[config.mk]
export PLATFORM = sky130hd
export DESIGN_NAME = midi_track_event_encoder_flat
export DESIGN_NICKNAME = d
export VERILOG_FILES = /design/src/design/mte_pkg.sv /design/src/design/mte_if.sv /design/src/design/mte_front.sv /design/src/design/mte_queue.sv /design/src/design/mte_divider.sv /design/src/design/mte_back.sv /design/src/design/midi_track_event_encoder.sv /design/src/flat_wrapper.sv
export SDC_FILE = /design/constraint.sdc
export NUM_CORES = 1
export LEC_CHECK = 0
export BUFFER_PORTS_ARGS = -buffer_cell sky130_fd_sc_hd__buf_2
export CAP_MARGIN = 20
export CORE_UTILIZATION = 30
export DETAILED_ROUTE_END_ITERATION = 10
export PLACE_DENSITY = 0.5
export SLEW_MARGIN = 0
export SYNTH_ARGS = -nofsm -noshare
export SYNTH_HDL_FRONTEND = slang
export SYNTH_SLANG_ARGS = --single-unit
[constraint.sdc]
create_clock -name clock -period 5.1 [get_ports clock]
set_input_delay 0.51 -clock clock [delete_from_list [all_inputs] [get_ports clock]]
set_output_delay 0.51 -clock clock [all_outputs]
set_load 0.005 [all_outputs]
[src/design/mte_pkg.sv]
// Package for the track event encoder: event codes, byte constants, job types and the
// tempo divider constants.
// It depends on nothing and is used by every module of the block.
package mte_pkg;

   localparam int TEMPO_FRAC_BITS = 8;

   localparam logic [63:0] TEMPO_DIVIDEND = 64'd60000000 << TEMPO_FRAC_BITS;
   localparam int DIVIDEND_W = $clog2(TEMPO_DIVIDEND + 64'd1);
   localparam int DIV_CNT_W = $clog2(DIVIDEND_W + 1);
   localparam logic [23:0] TEMPO_MAX = 24'hFFFFFF;

   localparam logic [7:0] STATUS_NOTE_ON  = 8'h90;
   localparam logic [7:0] STATUS_NOTE_OFF = 8'h80;
   localparam logic [7:0] META_PREFIX     = 8'hFF;
   localparam logic [7:0] META_END        = 8'h2F;
   localparam logic [7:0] META_TEMPO      = 8'h51;
   localparam logic [7:0] META_TIMESIG    = 8'h58;
   localparam logic [7:0] LEN_TEMPO       = 8'h03;
   localparam logic [7:0] LEN_TIMESIG     = 8'h04;
   localparam logic [7:0] LEN_END         = 8'h00;

   localparam int BODY_MAX = 7;
   localparam logic [2:0] LAST_NOTE    = 3'd2;
   localparam logic [2:0] LAST_TIMESIG = 3'd6;
   localparam logic [2:0] LAST_TEMPO   = 3'd5;
   localparam logic [2:0] LAST_END     = 3'd2;
   localparam logic [2:0] TEMPO_HI_POS  = 3'd3;
   localparam logic [2:0] TEMPO_MID_POS = 3'd4;
   localparam logic [2:0] TEMPO_LO_POS  = 3'd5;

   localparam int QUEUE_DEPTH = 2;
   localparam int QPTR_W = (QUEUE_DEPTH > 1) ? $clog2(QUEUE_DEPTH) : 1;
   localparam int QCNT_W = $clog2(QUEUE_DEPTH + 1);

   typedef enum logic [1:0] {
      MODE_NOTE,
      MODE_TIMESIG,
      MODE_TEMPO,
      MODE_END
   } mode_type;

   typedef enum logic {
      PH_DELTA,
      PH_BODY
   } phase_type;

   typedef struct packed {
      mode_type                    mode;
      logic [1:0]                  groups_m1;
      logic [27:0]                 delta;
      logic [BODY_MAX-1:0][7:0]    body;
      logic [2:0]                  body_last;
      logic [23:0]                 bpm;
   } job_type;

   typedef struct packed {
      logic        start;
      logic [23:0] divisor;
   } div_req_type;

   typedef struct packed {
      logic        done;
      logic [23:0] value;
   } div_rsp_type;

endpackage

[src/design/mte_if.sv]
// Channel interfaces of the track event encoder: the event request and the byte response.
// They depend on nothing; the field widths are those of the event and byte formats.
interface mte_req_if;
   logic        valid;
   logic        ready;
   logic [1:0]  mode;
   logic [27:0] delta_ticks;
   logic        note_on;
   logic [3:0]  channel;
   logic [6:0]  key;
   logic [6:0]  velocity;
   logic [7:0]  numerator;
   logic [7:0]  denominator;
   logic [7:0]  clocks_per_click;
   logic [7:0]  notated_per_quarter;
   logic [23:0] tempo_bpm_fx;

   modport source (
      output valid, mode, delta_ticks, note_on, channel, key, velocity, numerator,
             denominator, clocks_per_click, notated_per_quarter, tempo_bpm_fx,
      input  ready
   );
   modport sink (
      input  valid, mode, delta_ticks, note_on, channel, key, velocity, numerator,
             denominator, clocks_per_click, notated_per_quarter, tempo_bpm_fx,
      output ready
   );
endinterface

interface mte_rsp_if;
   logic       valid;
   logic       ready;
   logic [7:0] out_byte;
   logic       last;

   modport source (output valid, out_byte, last, input ready);
   modport sink (input valid, out_byte, last, output ready);
endinterface

[src/design/mte_front.sv]
// Front end of the encoder: accepts events and turns each into a job for the queue.
// It depends on mte_pkg and the request interface.
module mte_front (
   mte_req_if.sink           req,
   input  logic              queue_full,
   output logic              push,
   output mte_pkg::job_type  job
);
   import mte_pkg::*;

   logic [2:0] den_log;
   mode_type   mode;

   assign mode = mode_type'(req.mode);
   assign req.ready = !queue_full;
   assign push = req.valid && !queue_full;

   always_comb begin
      den_log = 3'd0;
      if (req.denominator[7]) begin
         den_log = 3'd7;
      end else if (req.denominator[6]) begin
         den_log = 3'd6;
      end else if (req.denominator[5]) begin
         den_log = 3'd5;
      end else if (req.denominator[4]) begin
         den_log = 3'd4;
      end else if (req.denominator[3]) begin
         den_log = 3'd3;
      end else if (req.denominator[2]) begin
         den_log = 3'd2;
      end else if (req.denominator[1]) begin
         den_log = 3'd1;
      end
   end

   always_comb begin
      job = '0;
      job.mode = mode;
      job.delta = req.delta_ticks;
      job.bpm = req.tempo_bpm_fx;
      if (req.delta_ticks[27:21] != 7'd0) begin
         job.groups_m1 = 2'd3;
      end else if (req.delta_ticks[20:14] != 7'd0) begin
         job.groups_m1 = 2'd2;
      end else if (req.delta_ticks[13:7] != 7'd0) begin
         job.groups_m1 = 2'd1;
      end else begin
         job.groups_m1 = 2'd0;
      end
      case (mode)
         MODE_NOTE: begin
            job.body[0] = (req.note_on ? STATUS_NOTE_ON : STATUS_NOTE_OFF) | {4'h0, req.channel};
            job.body[1] = {1'b0, req.key};
            job.body[2] = {1'b0, req.velocity};
            job.body_last = LAST_NOTE;
         end
         MODE_TIMESIG: begin
            job.body[0] = META_PREFIX;
            job.body[1] = META_TIMESIG;
            job.body[2] = LEN_TIMESIG;
            job.body[3] = req.numerator;
            job.body[4] = {5'd0, den_log};
            job.body[5] = req.clocks_per_click;
            job.body[6] = req.notated_per_quarter;
            job.body_last = LAST_TIMESIG;
         end
         MODE_TEMPO: begin
            job.body[0] = META_PREFIX;
            job.body[1] = META_TEMPO;
            job.body[2] = LEN_TEMPO;
            job.body_last = LAST_TEMPO;
         end
         default: begin
            job.body[0] = META_PREFIX;
            job.body[1] = META_END;
            job.body[2] = LEN_END;
            job.body_last = LAST_END;
         end
      endcase
   end

endmodule

[src/design/mte_queue.sv]
// Short job queue between the front and back ends of the encoder.
// It depends on mte_pkg for the job type and the queue depth.
module mte_queue (
   input  logic              clock,
   input  logic              reset,
   input  logic              push,
   input  mte_pkg::job_type  job_in,
   output logic              full,
   input  logic              pop,
   output mte_pkg::job_type  head,
   output logic              not_empty
);
   import mte_pkg::*;

   job_type            entry_ff [QUEUE_DEPTH];
   logic [QPTR_W-1:0]  wr_ptr_ff;
   logic [QPTR_W-1:0]  wr_ptr_in;
   logic [QPTR_W-1:0]  rd_ptr_ff;
   logic [QPTR_W-1:0]  rd_ptr_in;
   logic [QCNT_W-1:0]  count_ff;
   logic [QCNT_W-1:0]  count_in;

   localparam logic [QPTR_W-1:0] PTR_LAST = QPTR_W'(QUEUE_DEPTH - 1);
   localparam logic [QCNT_W-1:0] CNT_FULL = QCNT_W'(QUEUE_DEPTH);

   assign full = (count_ff == CNT_FULL);
   assign not_empty = (count_ff != '0);
   assign head = entry_ff[rd_ptr_ff];

   always_comb begin
      wr_ptr_in = wr_ptr_ff;
      rd_ptr_in = rd_ptr_ff;
      count_in = count_ff;
      if (push) begin
         wr_ptr_in = (wr_ptr_ff == PTR_LAST) ? '0 : wr_ptr_ff + 1'b1;
      end
      if (pop) begin
         rd_ptr_in = (rd_ptr_ff == PTR_LAST) ? '0 : rd_ptr_ff + 1'b1;
      end
      if (push && !pop) begin
         count_in = count_ff + 1'b1;
      end else if (pop && !push) begin
         count_in = count_ff - 1'b1;
      end
   end

   always_ff @(posedge clock) begin
      if (reset) begin
         wr_ptr_ff <= '0;
         rd_ptr_ff <= '0;
         count_ff <= '0;
      end else begin
         wr_ptr_ff <= wr_ptr_in;
         rd_ptr_ff <= rd_ptr_in;
         count_ff <= count_in;
      end
   end

   always_ff @(posedge clock) begin
      if (push) begin
         entry_ff[wr_ptr_ff] <= job_in;
      end
   end

endmodule

[src/design/mte_divider.sv]
// Restoring divider for the tempo value: the fixed microseconds-per-minute dividend over
// the tempo, one quotient bit a cycle, saturated to 24 bits. It depends on mte_pkg.
module mte_divider (
   input  logic                  clock,
   input  logic                  reset,
   input  mte_pkg::div_req_type  div_req,
   output mte_pkg::div_rsp_type  div_rsp
);
   import mte_pkg::*;

   logic [23:0]            rem_ff;
   logic [23:0]            rem_in;
   logic [DIVIDEND_W-1:0]  dq_ff;
   logic [DIVIDEND_W-1:0]  dq_in;
   logic [DIV_CNT_W-1:0]   cnt_ff;
   logic [DIV_CNT_W-1:0]   cnt_in;
   logic [23:0]            divisor_ff;
   logic [23:0]            divisor_in;
   logic                   run_ff;
   logic                   run_in;
   logic                   done_ff;
   logic                   done_in;
   logic [24:0]            trial;
   logic [24:0]            diff;
   logic                   fits;

   assign trial = {rem_ff, dq_ff[DIVIDEND_W-1]};
   assign diff = trial - {1'b0, divisor_ff};
   assign fits = (trial >= {1'b0, divisor_ff});

   always_comb begin
      rem_in = rem_ff;
      dq_in = dq_ff;
      cnt_in = cnt_ff;
      divisor_in = divisor_ff;
      run_in = run_ff;
      done_in = done_ff;
      if (div_req.start) begin
         rem_in = '0;
         dq_in = TEMPO_DIVIDEND[DIVIDEND_W-1:0];
         cnt_in = DIV_CNT_W'(DIVIDEND_W);
         divisor_in = div_req.divisor;
         run_in = 1'b1;
         done_in = 1'b0;
      end else if (run_ff) begin
         rem_in = fits ? diff[23:0] : trial[23:0];
         dq_in = {dq_ff[DIVIDEND_W-2:0], fits};
         cnt_in = cnt_ff - 1'b1;
         if (cnt_ff == DIV_CNT_W'(1)) begin
            run_in = 1'b0;
            done_in = 1'b1;
         end
      end
   end

   always_ff @(posedge clock) begin
      if (reset) begin
         run_ff <= 1'b0;
         done_ff <= 1'b0;
      end else begin
         run_ff <= run_in;
         done_ff <= done_in;
      end
   end

   always_ff @(posedge clock) begin
      rem_ff <= rem_in;
      dq_ff <= dq_in;
      cnt_ff <= cnt_in;
      divisor_ff <= divisor_in;
   end

   assign div_rsp.done = done_ff;
   assign div_rsp.value = (dq_ff[DIVIDEND_W-1:24] != '0) ? TEMPO_MAX : dq_ff[23:0];

endmodule

[src/design/mte_back.sv]
// Back end of the encoder: takes jobs from the queue and sends their bytes, delta time
// first, through an output register. It depends on mte_pkg and the response interface.
module mte_back (
   input  logic                  clock,
   input  logic                  reset,
   input  logic                  not_empty,
   input  mte_pkg::job_type      head,
   output logic                  pop,
   output mte_pkg::div_req_type  div_req,
   input  mte_pkg::div_rsp_type  div_rsp,
   mte_rsp_if.source             rsp
);
   import mte_pkg::*;

   job_type    job_ff;
   job_type    job_in;
   logic       busy_ff;
   logic       busy_in;
   phase_type  phase_ff;
   phase_type  phase_in;
   logic [2:0] idx_ff;
   logic [2:0] idx_in;
   logic       out_valid_ff;
   logic       out_valid_in;
   logic [7:0] out_byte_ff;
   logic [7:0] out_byte_in;
   logic       out_last_ff;
   logic       out_last_in;
   logic [7:0] cur_byte;
   logic       cur_last;
   logic       is_value;
   logic       slot_free;
   logic       fire;

   assign is_value = (job_ff.mode == MODE_TEMPO) && (phase_ff == PH_BODY)
                     && (idx_ff >= TEMPO_HI_POS);
   assign cur_last = (phase_ff == PH_BODY) && (idx_ff == job_ff.body_last);
   assign slot_free = !out_valid_ff || rsp.ready;
   assign fire = busy_ff && slot_free && !(is_value && !div_rsp.done);

   always_comb begin
      cur_byte = job_ff.body[idx_ff];
      if (phase_ff == PH_DELTA) begin
         case (idx_ff[1:0])
            2'd0:    cur_byte = {1'b0, job_ff.delta[6:0]};
            2'd1:    cur_byte = {1'b1, job_ff.delta[13:7]};
            2'd2:    cur_byte = {1'b1, job_ff.delta[20:14]};
            default: cur_byte = {1'b1, job_ff.delta[27:21]};
         endcase
      end else if (is_value) begin
         case (idx_ff)
            TEMPO_HI_POS:  cur_byte = div_rsp.value[23:16];
            TEMPO_MID_POS: cur_byte = div_rsp.value[15:8];
            default:       cur_byte = div_rsp.value[7:0];
         endcase
      end
   end

   always_comb begin
      job_in = job_ff;
      busy_in = busy_ff;
      phase_in = phase_ff;
      idx_in = idx_ff;
      out_valid_in = out_valid_ff;
      out_byte_in = out_byte_ff;
      out_last_in = out_last_ff;
      pop = 1'b0;
      div_req = '0;
      if (rsp.ready) begin
         out_valid_in = 1'b0;
      end
      if (fire) begin
         out_valid_in = 1'b1;
         out_byte_in = cur_byte;
         out_last_in = cur_last;
         case (phase_ff)
            PH_DELTA: begin
               if (idx_ff == 3'd0) begin
                  phase_in = PH_BODY;
               end else begin
                  idx_in = idx_ff - 3'd1;
               end
            end
            default: begin
               if (cur_last) begin
                  busy_in = 1'b0;
               end else begin
                  idx_in = idx_ff + 3'd1;
               end
            end
         endcase
      end
      if (not_empty && (!busy_ff || (fire && cur_last))) begin
         pop = 1'b1;
         job_in = head;
         busy_in = 1'b1;
         phase_in = PH_DELTA;
         idx_in = {1'b0, head.groups_m1};
         div_req.start = (head.mode == MODE_TEMPO);
         div_req.divisor = head.bpm;
      end
   end

   always_ff @(posedge clock) begin
      if (reset) begin
         busy_ff <= 1'b0;
         phase_ff <= PH_DELTA;
         idx_ff <= 3'd0;
         out_valid_ff <= 1'b0;
      end else begin
         busy_ff <= busy_in;
         phase_ff <= phase_in;
         idx_ff <= idx_in;
         out_valid_ff <= out_valid_in;
      end
   end

   always_ff @(posedge clock) begin
      job_ff <= job_in;
      out_byte_ff <= out_byte_in;
      out_last_ff <= out_last_in;
   end

   assign rsp.valid = out_valid_ff;
   assign rsp.out_byte = out_byte_ff;
   assign rsp.last = out_last_ff;

endmodule

[src/design/midi_track_event_encoder.sv]
// Top level of the track event encoder: front end, job queue, tempo divider and back end.
// It depends on mte_pkg, the channel interfaces and the mte_* modules.
//
//   channel   port      direction   beat
//   request   req_bus   in          one track event
//   response  rsp_bus   out         one file byte, last set on the final byte of an event
//
// The back end sends one byte a cycle while the response is ready and no tempo value is
// awaited; an event is 1 to 4 delta bytes and 3 to 7 body bytes. A tempo event waits on
// the divider, which starts when the event leaves the queue, before its three value bytes
// go out. Reset is synchronous and clears the queue, the back end and the divider control.
// The queue holds two events, so requests are taken while the back end works; a stalled
// response beat holds in the output register.
module midi_track_event_encoder (
   input  logic        clock,
   input  logic        reset,
   mte_req_if.sink     req_bus,
   mte_rsp_if.source   rsp_bus
);
   import mte_pkg::*;

   job_type      front_job;
   job_type      queue_head;
   logic         push;
   logic         pop;
   logic         queue_full;
   logic         queue_not_empty;
   div_req_type  div_req;
   div_rsp_type  div_rsp;

   mte_front u_front (
      .req        (req_bus),
      .queue_full (queue_full),
      .push       (push),
      .job        (front_job)
   );

   mte_queue u_queue (
      .clock     (clock),
      .reset     (reset),
      .push      (push),
      .job_in    (front_job),
      .full      (queue_full),
      .pop       (pop),
      .head      (queue_head),
      .not_empty (queue_not_empty)
   );

   mte_divider u_divider (
      .clock   (clock),
      .reset   (reset),
      .div_req (div_req),
      .div_rsp (div_rsp)
   );

   mte_back u_back (
      .clock     (clock),
      .reset     (reset),
      .not_empty (queue_not_empty),
      .head      (queue_head),
      .pop       (pop),
      .div_req   (div_req),
      .div_rsp   (div_rsp),
      .rsp       (rsp_bus)
   );

endmodule

[src/flat_wrapper.sv]
// flat-port wrapper written by rule: the top's interface ports become plain ports
module midi_track_event_encoder_flat import mte_pkg::*;
  (clock, reset, req_bus_valid, req_bus_mode, req_bus_delta_ticks, req_bus_note_on, req_bus_channel, req_bus_key, req_bus_velocity, req_bus_numerator, req_bus_denominator, req_bus_clocks_per_click, req_bus_notated_per_quarter, req_bus_tempo_bpm_fx, req_bus_ready, rsp_bus_valid, rsp_bus_out_byte, rsp_bus_last, rsp_bus_ready);
  mte_req_if req_bus_i ();
  mte_rsp_if rsp_bus_i ();
  input  logic clock;
  input  logic reset;
  input wire logic [$bits(req_bus_i.valid)-1:0] req_bus_valid;
  input wire logic [$bits(req_bus_i.mode)-1:0] req_bus_mode;
  input wire logic [$bits(req_bus_i.delta_ticks)-1:0] req_bus_delta_ticks;
  input wire logic [$bits(req_bus_i.note_on)-1:0] req_bus_note_on;
  input wire logic [$bits(req_bus_i.channel)-1:0] req_bus_channel;
  input wire logic [$bits(req_bus_i.key)-1:0] req_bus_key;
  input wire logic [$bits(req_bus_i.velocity)-1:0] req_bus_velocity;
  input wire logic [$bits(req_bus_i.numerator)-1:0] req_bus_numerator;
  input wire logic [$bits(req_bus_i.denominator)-1:0] req_bus_denominator;
  input wire logic [$bits(req_bus_i.clocks_per_click)-1:0] req_bus_clocks_per_click;
  input wire logic [$bits(req_bus_i.notated_per_quarter)-1:0] req_bus_notated_per_quarter;
  input wire logic [$bits(req_bus_i.tempo_bpm_fx)-1:0] req_bus_tempo_bpm_fx;
  output wire logic [$bits(req_bus_i.ready)-1:0] req_bus_ready;
  output wire logic [$bits(rsp_bus_i.valid)-1:0] rsp_bus_valid;
  output wire logic [$bits(rsp_bus_i.out_byte)-1:0] rsp_bus_out_byte;
  output wire logic [$bits(rsp_bus_i.last)-1:0] rsp_bus_last;
  input wire logic [$bits(rsp_bus_i.ready)-1:0] rsp_bus_ready;
  assign req_bus_i.valid = req_bus_valid;
  assign req_bus_i.mode = req_bus_mode;
  assign req_bus_i.delta_ticks = req_bus_delta_ticks;
  assign req_bus_i.note_on = req_bus_note_on;
  assign req_bus_i.channel = req_bus_channel;
  assign req_bus_i.key = req_bus_key;
  assign req_bus_i.velocity = req_bus_velocity;
  assign req_bus_i.numerator = req_bus_numerator;
  assign req_bus_i.denominator = req_bus_denominator;
  assign req_bus_i.clocks_per_click = req_bus_clocks_per_click;
  assign req_bus_i.notated_per_quarter = req_bus_notated_per_quarter;
  assign req_bus_i.tempo_bpm_fx = req_bus_tempo_bpm_fx;
  assign req_bus_ready = req_bus_i.ready;
  assign rsp_bus_valid = rsp_bus_i.valid;
  assign rsp_bus_out_byte = rsp_bus_i.out_byte;
  assign rsp_bus_last = rsp_bus_i.last;
  assign rsp_bus_i.ready = rsp_bus_ready;
  midi_track_event_encoder u_core (.clock(clock), .reset(reset), .req_bus(req_bus_i), .rsp_bus(rsp_bus_i));
endmodule
==> reports/qor.yml, run 1 <==
io_pins: 120
worstMarginPinSlew_ns: 1.08
drc: 0
synth_cell_types: 64
p_seq_share_pct: 43.2
synth_most_common_cell: "edfxtp_1"
cts_hold_buf: 0
grt_pass1_vias: 10179
detail-route-antenna-nets: 0
syn_inst: 1244
overflow: 0
synthFlopType: "edfxtp_1"
power.switching_mw: 3.82
ys_ff_latch: 402
antenna_found_initial: 2
ys_warn_count: 0
dr.pass1.iters: 5
n_fill_cell: 5523
dieArea_um2: 58100
worstSkewPairLatency_ns: 0.58
setup_viol: 0
min_period_ns: 3.37
syn_area_per_cell_um2: 13.8
cts_tree: "built"
post-route-period-util_pct: 66.1
criticalPathCategory: "flop to flop"
synth_largest_area_cell: "edfxtp_1"
grt_first_pass_wirelength_mm: 57.9
cts_htree_levels: 2
nets: 1510
hold_viol: 0
p_sw_share_pct: 32.4
critPathArrivalTime_ns: 3.65
grt_start_max_net_pins: 91
ys_seq_area_share_pct: 65.9
combPwrFrac_pct: 29.9
p_total_mw: 11.8
grtUsageTotal_pct: 12.9
syn_to_final_growth_pct: 17.2
routed_wl_mm: 37.0
startpoint_type: "flop"
num_vias: 9989
vdd.ir_drop.worst_uv: 230
path_max_fanout: 31
required_ns: 5.38
synth_commonest_cells: "edfxtp_1 (325), nor2_1 (85), nand2_1 (83)"
synth_top_area_share_pct: 56.9
outcome: "finished, final reports clean"
cts_max_path_buffers: 3
die_h_um: 241
clkSinkCount: 402
place_congestion: 0.821
core-area_um2: 56400
post-dp-hpwl_mm: 24.0
slew_headroom_pct: 27.6
postCtsResizedCells: 0
cp-end-kind: "flop"
cap_viol_max_count: 0
netlist_area_um2: 17100
synth-edff-count: 325
initial_utilization_pct: 30.4
powerDensity_nw_per_um2: 587
fin_tns_setup_ns: 0
cts_setup_buffers: 0
io_buffers: 118
synth_area_leaders: "edfxtp_1 (57%), dfxtp_1 (9.0%), mux2_2 (5.4%)"
drt-vias-per-instance: 4.63
skew_ns: 0.0245
drt_iter0_drc: 585
fmaxAchievable_mhz: 297
wl_per_cell_um: 17.1
synth_nets: 1388
rsz0062_at_grt: "false"
path_clk_slew_ns: 0.06
p_clk_share_pct: 26.9
multi_input_area_um2: 5410
rows: 87
cts_made_buffers: 44
drive_gt1_share_pct: 21.8
final_max_slew_viol_count: 0
ys_async_sr_fraction_pct: 0
power.leakage_nw: 7.24
area.sequential_um2: 11300
internal-power_mw: 7.97
die_w_um: 241
root_buffer: "clkbuf_16"
hp-class: "primary input to flop"
## critical path, stage by stage (launching register included)
cell and delay [ns]:
dfxtp_1 1.03, a21oi_1 0.12, o41ai_1 0.36, o21ai_1 0.13
o21ai_2 0.08, buf_4 0.38, clkinv_2 0.50, buf_4 0.44
## kinds of logic after synthesis
| family | Yosys count | synth area share (%) |
|---|---|---|
| compound gates | 218 | 8.01 |
| simple gates | 270 | 7.44 |
| mux | 174 | 11.7 |
| buf+inv | 112 | 2.63 |
| flops | 402 | 65.9 |
| fa+ha+maj | 35 | 2.64 |
| xor+xnor | 33 | 1.69 |
## registers in the layout, summed over array words and instances (netlist names), named ones only
signal	cells
u_core.u_queue.count_ff	2
u_core.u_queue.wr_ptr_ff	1
u_core.u_back.busy_ff	1
u_core.u_divider.divisor_ff	24
u_core.u_divider.rem_ff	24
u_core.u_back.idx_ff	3
u_core.u_queue.rd_ptr_ff	1
u_core.u_back.phase_ff	1
u_core.u_back.rsp.last	1
u_core.u_back.job_ff	80
u_core.u_divider.run_ff	1
u_core.u_back.rsp.valid	1
u_core.u_back.rsp.out_byte	8
u_core.u_divider.dq_ff	34
u_core.u_queue.entry_ff	212
u_core.u_divider.done_ff	1
u_core.u_divider.cnt_ff	6
## power by group through the flow
stage                     clock (mW)  sequential (mW)  combinational [mW]
after floorplan                    0             5.00                2.71
after global placement             0             5.18                3.49
after detailed placement           0             5.20                3.53
after CTS                       3.27             5.13                3.55
after global routing            3.40             5.19                3.95
final                           3.18             5.09                3.52
## layout make-up
type | count | area share [%]
diodes | 1 | 0.0125
clock buffers | 53 | 5.65
clock inverters | 28 | 1.53
inverters | 53 | 0.997
multi-input cells | 730 | 26.9
flip-flops and latches | 402 | 56.3
well taps | 756 | 4.71
repair buffers | 135 | 3.86
## routing by layer
layer	vias to the layer above	wire length [µm]	GRT usage, %
li1	4858	-	-
met1	4904	16600	16.9
met2	176	18000	21.5
met3	49	1710	2.87
met4	2	656	3.45
met5	-	13	0
## path summary, 6_finish.rpt
check | slack (ns) | to | startpoint | cells after the start
setup / recovery | 1.73 | u_core.u_back.job_ff[81]$_DFFE_PP_ | u_core.u_back.idx_ff[2]$_SDFFE_PP0P_ | 7
hold / removal | 0.11 | u_core.u_queue.entry_ff[0][82]$_DFFE_PP_ | req_bus_delta_ticks[0] | 1
setup reg to reg | 1.73 | u_core.u_back.job_ff[81]$_DFFE_PP_ | u_core.u_back.idx_ff[2]$_SDFFE_PP0P_ | 7
hold reg to reg | 0.50 | u_core.u_divider.cnt_ff[5]$_SDFFE_PP1P_ | u_core.u_divider.cnt_ff[5]$_SDFFE_PP1P_ | 2
## through the flow
stage          hold slack [ns]  setup WS, ns  cells  utilization (%)  area (µm²)
2_1_floorplan            0.456          1.24   1244                -       17100
4_1_cts                 0.0750          1.42   2154             35.5       20000
6_report                 0.114          1.73   2158             35.6       20100
3_5_place_dp             0.484          1.44   2073             32.9       18600
5_1_grt                 0.0872          1.40   2157             35.6       20100
3_3_place_gp             0.475          1.52   2073             32.9       18600
## cells in the final DEF (no fill, tap or decap), types with 8 or more instances in the layout
cell	Yosys	final
a21o_1	18	18
a21oi_1	60	60
a22o_1	8	8
a22oi_1	15	15
a31oi_1	14	14
and2_1	30	30
buf_2	9	118
buf_4	0	13
clkbuf_1	42	9
clkbuf_16	0	44
clkinv_1	2	15
dfxtp_1	77	74
edfxtp_1	325	325
ha_1	33	33
inv_1	51	50
mux2_2	82	82
mux2i_1	78	78
mux4_2	12	12
nand2_1	83	83
nand3_1	13	13
nor2_1	85	84
nor2b_1	10	10
nor3_1	11	11
o21ai_0	59	59
or3_1	8	8
xnor2_1	18	18
xor2_1	15	15
No activity file was read; power rests on OpenSTA's default activity.
==> run 2, diff against run 1 <==
--- a/config.mk
+++ b/config.mk
@@ -9,7 +9,7 @@
 export CAP_MARGIN = 20
 export CORE_UTILIZATION = 30
 export DETAILED_ROUTE_END_ITERATION = 10
-export PLACE_DENSITY = 0.5
+export PLACE_DENSITY = 0.48
 export SLEW_MARGIN = 0
 export SYNTH_ARGS = -nofsm -noshare
 export SYNTH_HDL_FRONTEND = slang
==> constraint.sdc (replaced) <==
create_clock -name clock -period 3.23 [get_ports clock]
set_input_delay 0.323 -clock clock [delete_from_list [all_inputs] [get_ports clock]]
set_output_delay 0.323 -clock clock [all_outputs]
set_load 0.005 [all_outputs]
==> run 2 against run 1 <==
Clock power up 55%. Final cell count up 3.0%. Setup slack worse by 1.4 ns. Fmax up 17%. Clock skew down 0.0025 ns. First-iteration DRC count down 4.4%.
==> reports/qor.yml, run 2 (synthesis results as in run 1) <==
r2r_slack_ns: 0.35  # was 1.73 ns
slew_headroom_pct: 39.4  # was 27.6%
setup_viol: 0  # unchanged
r2r-start: "u_core.u_back.phase_ff$_SDFFE_PP0P_"  # was u_core.u_back.idx_ff[2]$_SDFFE_PP0P_
worstSkewPairLatency_ns: 0.59  # was 0.58 ns
min_period_ns: 2.88  # was 3.37 ns
power.leakage_nw: 7.50  # was 7.24 nW
hp-class: "primary input to flop"  # unchanged
powerDensity_nw_per_um2: 905  # was 587 nW/µm²
p_seq_share_pct: 42.7  # was 43.2%
vdd.ir_drop.worst_uv: 374  # was 230 µV
hold_viol: 0  # unchanged
die_h_um: 241  # unchanged
largest_register_ffs: 212  # unchanged
p_sw_share_pct: 32.6  # was 32.4%
stdcell_count: 2222  # was 2,158
syn_to_final_growth_pct: 20.6  # was 17.2%
io_pins: 120  # unchanged
cts_tree: "built"  # unchanged
combPwrFrac_pct: 30.9  # was 29.9%
initial_utilization_pct: 30.4  # unchanged
drive_gt1_share_pct: 21.7  # was 21.8%
internal-power_mw: 12.6  # was 7.97 mW
outcome: "finished, final reports clean"  # unchanged
final_cell_area_um2: 20700  # was 20,100 µm²
finish.utilization_pct: 36.7  # was 35.6%
final_max_slew_viol_count: 0  # unchanged
overflow: 0  # unchanged
dr.pass1.iters: 5  # unchanged
place_congestion: 0.808  # was 0.821
min_to: "u_core.u_queue.entry_ff[0][27]$_DFFE_PP_"  # was u_core.u_queue.entry_ff[0][82]$_DFFE_PP_
required_ns: 3.70  # was 5.38 ns
path_max_fanout: 38  # was 31
routed_wl_mm: 38.2  # was 37.0 mm
path_clk_slew_ns: 0.06  # about the same
nets: 1578  # was 1,510
dp_slack_ns: 0.121  # was 1.44 ns
clkSinkCount: 402  # unchanged
fmaxAchievable_mhz: 347  # was 297 MHz
grt_first_pass_wirelength_mm: 59.1  # was 57.9 mm
grt_start_max_net_pins: 64  # was 91
detail-route-antenna-nets: 0  # unchanged
fin_tns_setup_ns: 0  # unchanged
cap_viol_max_count: 0  # unchanged
skew_ns: 0.0220  # was 0.0245 ns
drt-vias-per-instance: 4.61  # was 4.63
worstMarginPinSlew_ns: 0.909  # was 1.08 ns
startpoint_type: "flop"  # unchanged
top_regs: "u_core.u_queue.entry_ff (212), u_core.u_back.job_ff (80), u_core.u_divider.dq_ff (34)"  # unchanged
criticalPathCategory: "flop to flop"  # unchanged
layout_common_cells: "edfxtp_1 (325), buf_2 (118), nor2_1 (84), nand2_1 (83), mux2_2 (82)"  # unchanged
num_vias: 10240  # was 9,989
largest_register: "u_core.u_queue.entry_ff"  # unchanged
drc: 0  # unchanged
antenna_found_initial: 1  # was 2
post-dp-hpwl_mm: 24.2  # was 24.0 mm
grtUsageTotal_pct: 13.2  # was 12.9%
core-area_um2: 56400  # unchanged
postCtsResizedCells: 0  # unchanged
place_inst: 2087  # was 2,073
critPathArrivalTime_ns: 3.35  # was 3.65 ns
r2r_end: "u_core.u_divider.rem_ff[20]$_SDFFE_PP0P_"  # was u_core.u_back.job_ff[81]$_DFFE_PP_
reg2reg_depth: 8  # was 7
min_path_cells: 3  # was 1
holdWs_ns: 0.0418  # was 0.114 ns
post-route-period-util_pct: 89.2  # was 66.1%
grt_pass1_vias: 10405  # was 10,179
rsz0062_at_grt: "false"  # unchanged
drt_iter0_drc: 559  # was 585
cts_made_buffers: 46  # was 44
rows: 87  # unchanged
dpl_cell_area_um2: 18700  # was 18,600 µm²
cp-end-kind: "flop"  # unchanged
cts_htree_levels: 2  # unchanged
root_buffer: "clkbuf_16"  # unchanged
power.switching_mw: 6.11  # was 3.82 mW
layout_commonest_cell: "edfxtp_1"  # unchanged
p_total_mw: 18.7  # was 11.8 mW
hp-start: "req_bus_channel[0]"  # was req_bus_delta_ticks[0]
cts_max_path_buffers: 3  # unchanged
dieArea_um2: 58100  # unchanged
die_w_um: 241  # unchanged
io_buffers: 118  # unchanged
p_clk_share_pct: 26.4  # was 26.9%
wl_per_cell_um: 17.2  # was 17.1 µm
worst_slack_ns: 0.350  # was 1.73 ns
==> run 2: area by class of cell <==
type | count | area, µm²
fill | 5538 | 35700
sequential | 402 | 11300
multi-input combinational | 731 | 5420
timing repair buffer | 200 | 1390
clock buffer | 58 | 1200
tap | 756 | 946
clock inverter | 21 | 216
inverter | 53 | 203
antenna | 1 | 2.50
==> run 2: how the worst max path moves through the flow <==
stage                                            startpoint                                  endpoint  slack [ns]  cells past startpoint
2_1_floorplan          u_core.u_back.idx_ff[1]$_SDFFE_PP0P_       u_core.u_back.job_ff[100]$_DFFE_PP_        0.17                      7
3_3_place_gp   u_core.u_divider.divisor_ff[4]$_SDFFCE_PN0P_  u_core.u_divider.rem_ff[23]$_SDFFE_PP0P_        0.16                     11
3_5_place_dp   u_core.u_divider.divisor_ff[4]$_SDFFCE_PN0P_  u_core.u_divider.rem_ff[23]$_SDFFE_PP0P_        0.12                     11
4_1_cts        u_core.u_divider.divisor_ff[4]$_SDFFCE_PN0P_  u_core.u_divider.rem_ff[23]$_SDFFE_PP0P_        0.08                     11
5_1_grt                 u_core.u_back.phase_ff$_SDFFE_PP0P_  u_core.u_divider.rem_ff[20]$_SDFFE_PP0P_        0.15                      8
6_report                u_core.u_back.phase_ff$_SDFFE_PP0P_  u_core.u_divider.rem_ff[20]$_SDFFE_PP0P_        0.35                      8
==> run 2: worst max-delay path, cell delays in order, from the launching register on <==
cell,delay [ns]
dfxtp_1,0.59
nand4_1,0.33
o21ai_1,0.32
o21ai_2,0.23
or3b_2,0.53
clkinv_1,0.07
buf_4,0.40
o32a_1,0.21
o21ai_1,0.05
==> run 2: metal layers <==
layer / part of all wire, % / global-route usage (%) / vias up
li1: - / - / 4999
met1: 46 / 17.2 / 4974
met2: 48 / 22.0 / 204
met3: 4.2 / 2.57 / 63
met4: 2.4 / 4.28 / 0
met5: 0 / 0 / -
==> run 2: power groups by stage <==
stage               Combinational (mW)  Clock (mW)  Sequential, mW
floorplan                         4.28           0            7.85
global placement                  5.78           0            8.08
detailed placement                5.81           0            8.10
CTS                               5.89        5.09            8.01
global route                      6.47        5.27            8.15
finish                            5.78        4.94            8.00
==> run 2: timing repair <==
action,4_1_cts,5_1_grt
hold endpoints to repair,105,0
setup buffers,0,0
setup endpoints to repair,0,9
hold buffers,53,0
==> run 3, diff against run 2 <==
--- a/config.mk
+++ b/config.mk
@@ -5,11 +5,12 @@
 export SDC_FILE = /design/constraint.sdc
 export NUM_CORES = 1
 export LEC_CHECK = 0
-export BUFFER_PORTS_ARGS = -buffer_cell sky130_fd_sc_hd__buf_2
+export BUFFER_PORTS_ARGS = -buffer_cell sky130_fd_sc_hd__buf_4
 export CAP_MARGIN = 20
 export CORE_UTILIZATION = 30
 export DETAILED_ROUTE_END_ITERATION = 10
 export PLACE_DENSITY = 0.48
+export RECOVER_POWER = 100
 export SLEW_MARGIN = 0
 export SYNTH_ARGS = -nofsm -noshare
 export SYNTH_HDL_FRONTEND = slang
==> constraint.sdc (replaced) <==
create_clock -name clock -period 2.7 [get_ports clock]
set_input_delay 0.27 -clock clock [delete_from_list [all_inputs] [get_ports clock]]
set_output_delay 0.27 -clock clock [all_outputs]
set_load 0.005 [all_outputs]
==> run 3 against run 2 <==
The flow now finishes with violations (capacitance limit, slew limit). Worst hold slack improved by 0.0050 ns. First-iteration DRC count decreased by 0.72%. Combinational power up 28%. Clock power rose by 29%.
==> reports/qor.yml, run 3 (synthesis results as in run 1) <==
drt-vias-per-instance: 4.63  # was 4.61
grtUsageTotal_pct: 13.8  # was 13.2%
largest_register: "u_core.u_queue.entry_ff"  # unchanged
num_vias: 10566  # was 10,240
grt_start_max_net_pins: 63  # was 64
cts_htree_levels: 2  # unchanged
drive_gt1_share_pct: 19.5  # was 21.7%
cts_made_buffers: 45  # was 46
worstMarginPinSlew_ns: 1.87  # was 0.909 ns
io_buffers: 118  # unchanged
grt_first_pass_wirelength_mm: 61.6  # was 59.1 mm
p_seq_share_pct: 41.0  # was 42.7%
reg2reg_depth: 11  # was 8
overflow: 0  # unchanged
antenna_found_initial: 0  # was 1
fmaxAchievable_mhz: 388  # was 347 MHz
p_sw_share_pct: 32.1  # was 32.6%
critPathArrivalTime_ns: 3.01  # was 3.35 ns
path_clk_slew_ns: 0.06  # about the same
p_clk_share_pct: 27.4  # was 26.4%
antennaDiodeCount: 0  # was 1
dp_slack_ns: 0.0217  # was 0.121 ns
detail-route-antenna-nets: 0  # unchanged
setup_viol: 0  # unchanged
vdd.ir_drop.worst_uv: 487  # was 374 µV
rows: 87  # unchanged
drc: 0  # unchanged
worst_slack_ns: 0.121  # was 0.350 ns
dr.pass1.iters: 6  # was 5
hp-class: "primary input to flop"  # unchanged
skew_ns: 0.0194  # was 0.0220 ns
min_path_cells: 2  # was 3
power.leakage_nw: 7.75  # was 7.50 nW
min_period_ns: 2.58  # was 2.88 ns
worstSkewPairLatency_ns: 0.58  # was 0.59 ns
io_pins: 120  # unchanged
die_h_um: 241  # unchanged
violations: "capacitance limit, slew limit"
largest_register_ffs: 212  # unchanged
cap_viol_max_count: 1  # was 0
rsz0062_at_grt: "true"  # was false
required_ns: 3.14  # was 3.70 ns
path_max_fanout: 15  # was 38
internal-power_mw: 15.8  # was 12.6 mW
grt_pass1_vias: 10888  # was 10,405
place_congestion: 0.810  # was 0.808
outcome: "finished with violations"  # was finished, final reports clean
powerDensity_nw_per_um2: 1090  # was 905 nW/µm²
finish.utilization_pct: 38.1  # was 36.7%
cts_tree: "built"  # unchanged
cp-end-kind: "flop"  # unchanged
final_max_slew_viol_count: 57  # was 0
post-route-period-util_pct: 95.5  # was 89.2%
power.switching_mw: 7.50  # was 6.11 mW
drt_iter0_drc: 555  # was 559
criticalPathCategory: "flop to flop"  # unchanged
top_regs: "u_core.u_queue.entry_ff (212), u_core.u_back.job_ff (80), u_core.u_divider.dq_ff (34)"  # unchanged
root_buffer: "clkbuf_16"  # unchanged
initial_utilization_pct: 30.4  # unchanged
hold_viol: 0  # unchanged
core-area_um2: 56400  # unchanged
wl_per_cell_um: 17.2  # about the same
post-dp-hpwl_mm: 25.0  # was 24.2 mm
nets: 1638  # was 1,578
layout_commonest_cell: "edfxtp_1"  # unchanged
dieArea_um2: 58100  # unchanged
syn_to_final_growth_pct: 25.2  # was 20.6%
startpoint_type: "flop"  # unchanged
n_fill_cell: 5524  # was 5,538
slew_headroom_pct: -24.7  # was 39.4%
die_w_um: 241  # unchanged
cts_max_path_buffers: 3  # unchanged
clkSinkCount: 402  # unchanged
layout_common_cells: "edfxtp_1 (325), dlygate4sd3_1 (89), buf_4 (89), nor2_1 (84), nand2_1 (82)"  # was edfxtp_1 (325), buf_2 (118), nor2_1 (84), nand2_1 (83), mux2_2 (82)
routed_wl_mm: 39.2  # was 38.2 mm
combPwrFrac_pct: 31.6  # was 30.9%
-- run 3: cell count changes in the layout (fill, tap and decap cells not counted), sizes merged --
| cell | previous run | this run |
|---|---|---|
| buf | 147 | 96 |
| clkinv | 20 | 19 |
| inv | 50 | 52 |
| diode | 1 | 0 |
| clkbuf | 58 | 131 |
| bufinv | 3 | 8 |
| dlygate4sd3 | 53 | 89 |
| o21ai | 67 | 66 |
-- run 3: critical path, stage by stage, from the launching register on --
cell and delay, ns:
edfxtp_1 0.33, inv_1 0.04, ha_1 0.33, nand2_1 0.15
nor3_2 0.31, a2111oi_4 0.11, and2b_4 0.30, a21oi_4 0.07
o21ai_4 0.28, buf_12 0.21, mux2i_1 0.21, a21oi_1 0.08
-- run 3: final cells by class --
class / instances / area, µm² / area share [%]
sequential: 402 / 11300 / 52.7
inverter: 53 / 200 / 0.932
timing repair buffer: 262 / 2050 / 9.56
tap: 756 / 946 / 4.41
multi-input combinational: 730 / 5440 / 25.3
clock inverter: 27 / 355 / 1.66
clock buffer: 54 / 1170 / 5.45
-- run 3: layer usage --
layer	vias up	share of wire, %	GRT usage (%)
li1	5120	-	-
met1	5209	46	18.5
met2	182	48	22.8
met3	55	3.7	2.41
met4	0	2.1	4.33
met5	-	0	0
-- run 3: path summary, 6_finish.rpt --
path	end	from	slack, ns
hold reg to reg	u_core.u_divider.dq_ff[32]$_SDFFE_PP1P_	u_core.u_divider.dq_ff[31]$_SDFFE_PP1P_	0.50
setup reg to reg	u_core.u_divider.rem_ff[4]$_SDFFE_PP0P_	u_core.u_divider.divisor_ff[8]$_SDFFCE_PN0P_	0.12
hold / removal	u_core.u_queue.entry_ff[0][58]$_DFFE_PP_	req_bus_denominator[7]	0.05
setup / recovery	u_core.u_divider.rem_ff[4]$_SDFFE_PP0P_	u_core.u_divider.divisor_ff[8]$_SDFFCE_PN0P_	0.12
-- run 3: repair_timing --
| action | CTS | global route |
|---|---|---|
| hold endpoints to repair | 189 | 0 |
| hold buffers | 89 | 0 |
| setup endpoints to repair | 0 | 23 |
| buffers inserted | 0 | 4 |
| resized for setup | 0 | 10 |
-- run 3: metrics by stage --
stage / std cells / TNS (ns) / hold WS [ns] / area, µm² / power (mW)
2_1_floorplan: 1244 / -3.30 / 0.347 / 17200 / 14.6
3_3_place_gp: 2110 / 0 / 0.456 / 19300 / 17.1
3_5_place_dp: 2110 / 0 / 0.458 / 19300 / 17.1
4_1_cts: 2280 / 0 / 0.00158 / 21700 / 23.7
5_1_grt: 2284 / -0.198 / 0.0185 / 21500 / 24.8
6_report: 2284 / 0 / 0.0468 / 21500 / 23.3
-- run 3: power groups by stage --
stage,sequential [mW],clock [mW],combinational [mW]
CTS,9.59,6.60,7.55
detailed placement,9.70,0,7.41
finish,9.58,6.39,7.37
floorplan,9.40,0,5.17
global route,9.76,6.81,8.22
global placement,9.69,0,7.37
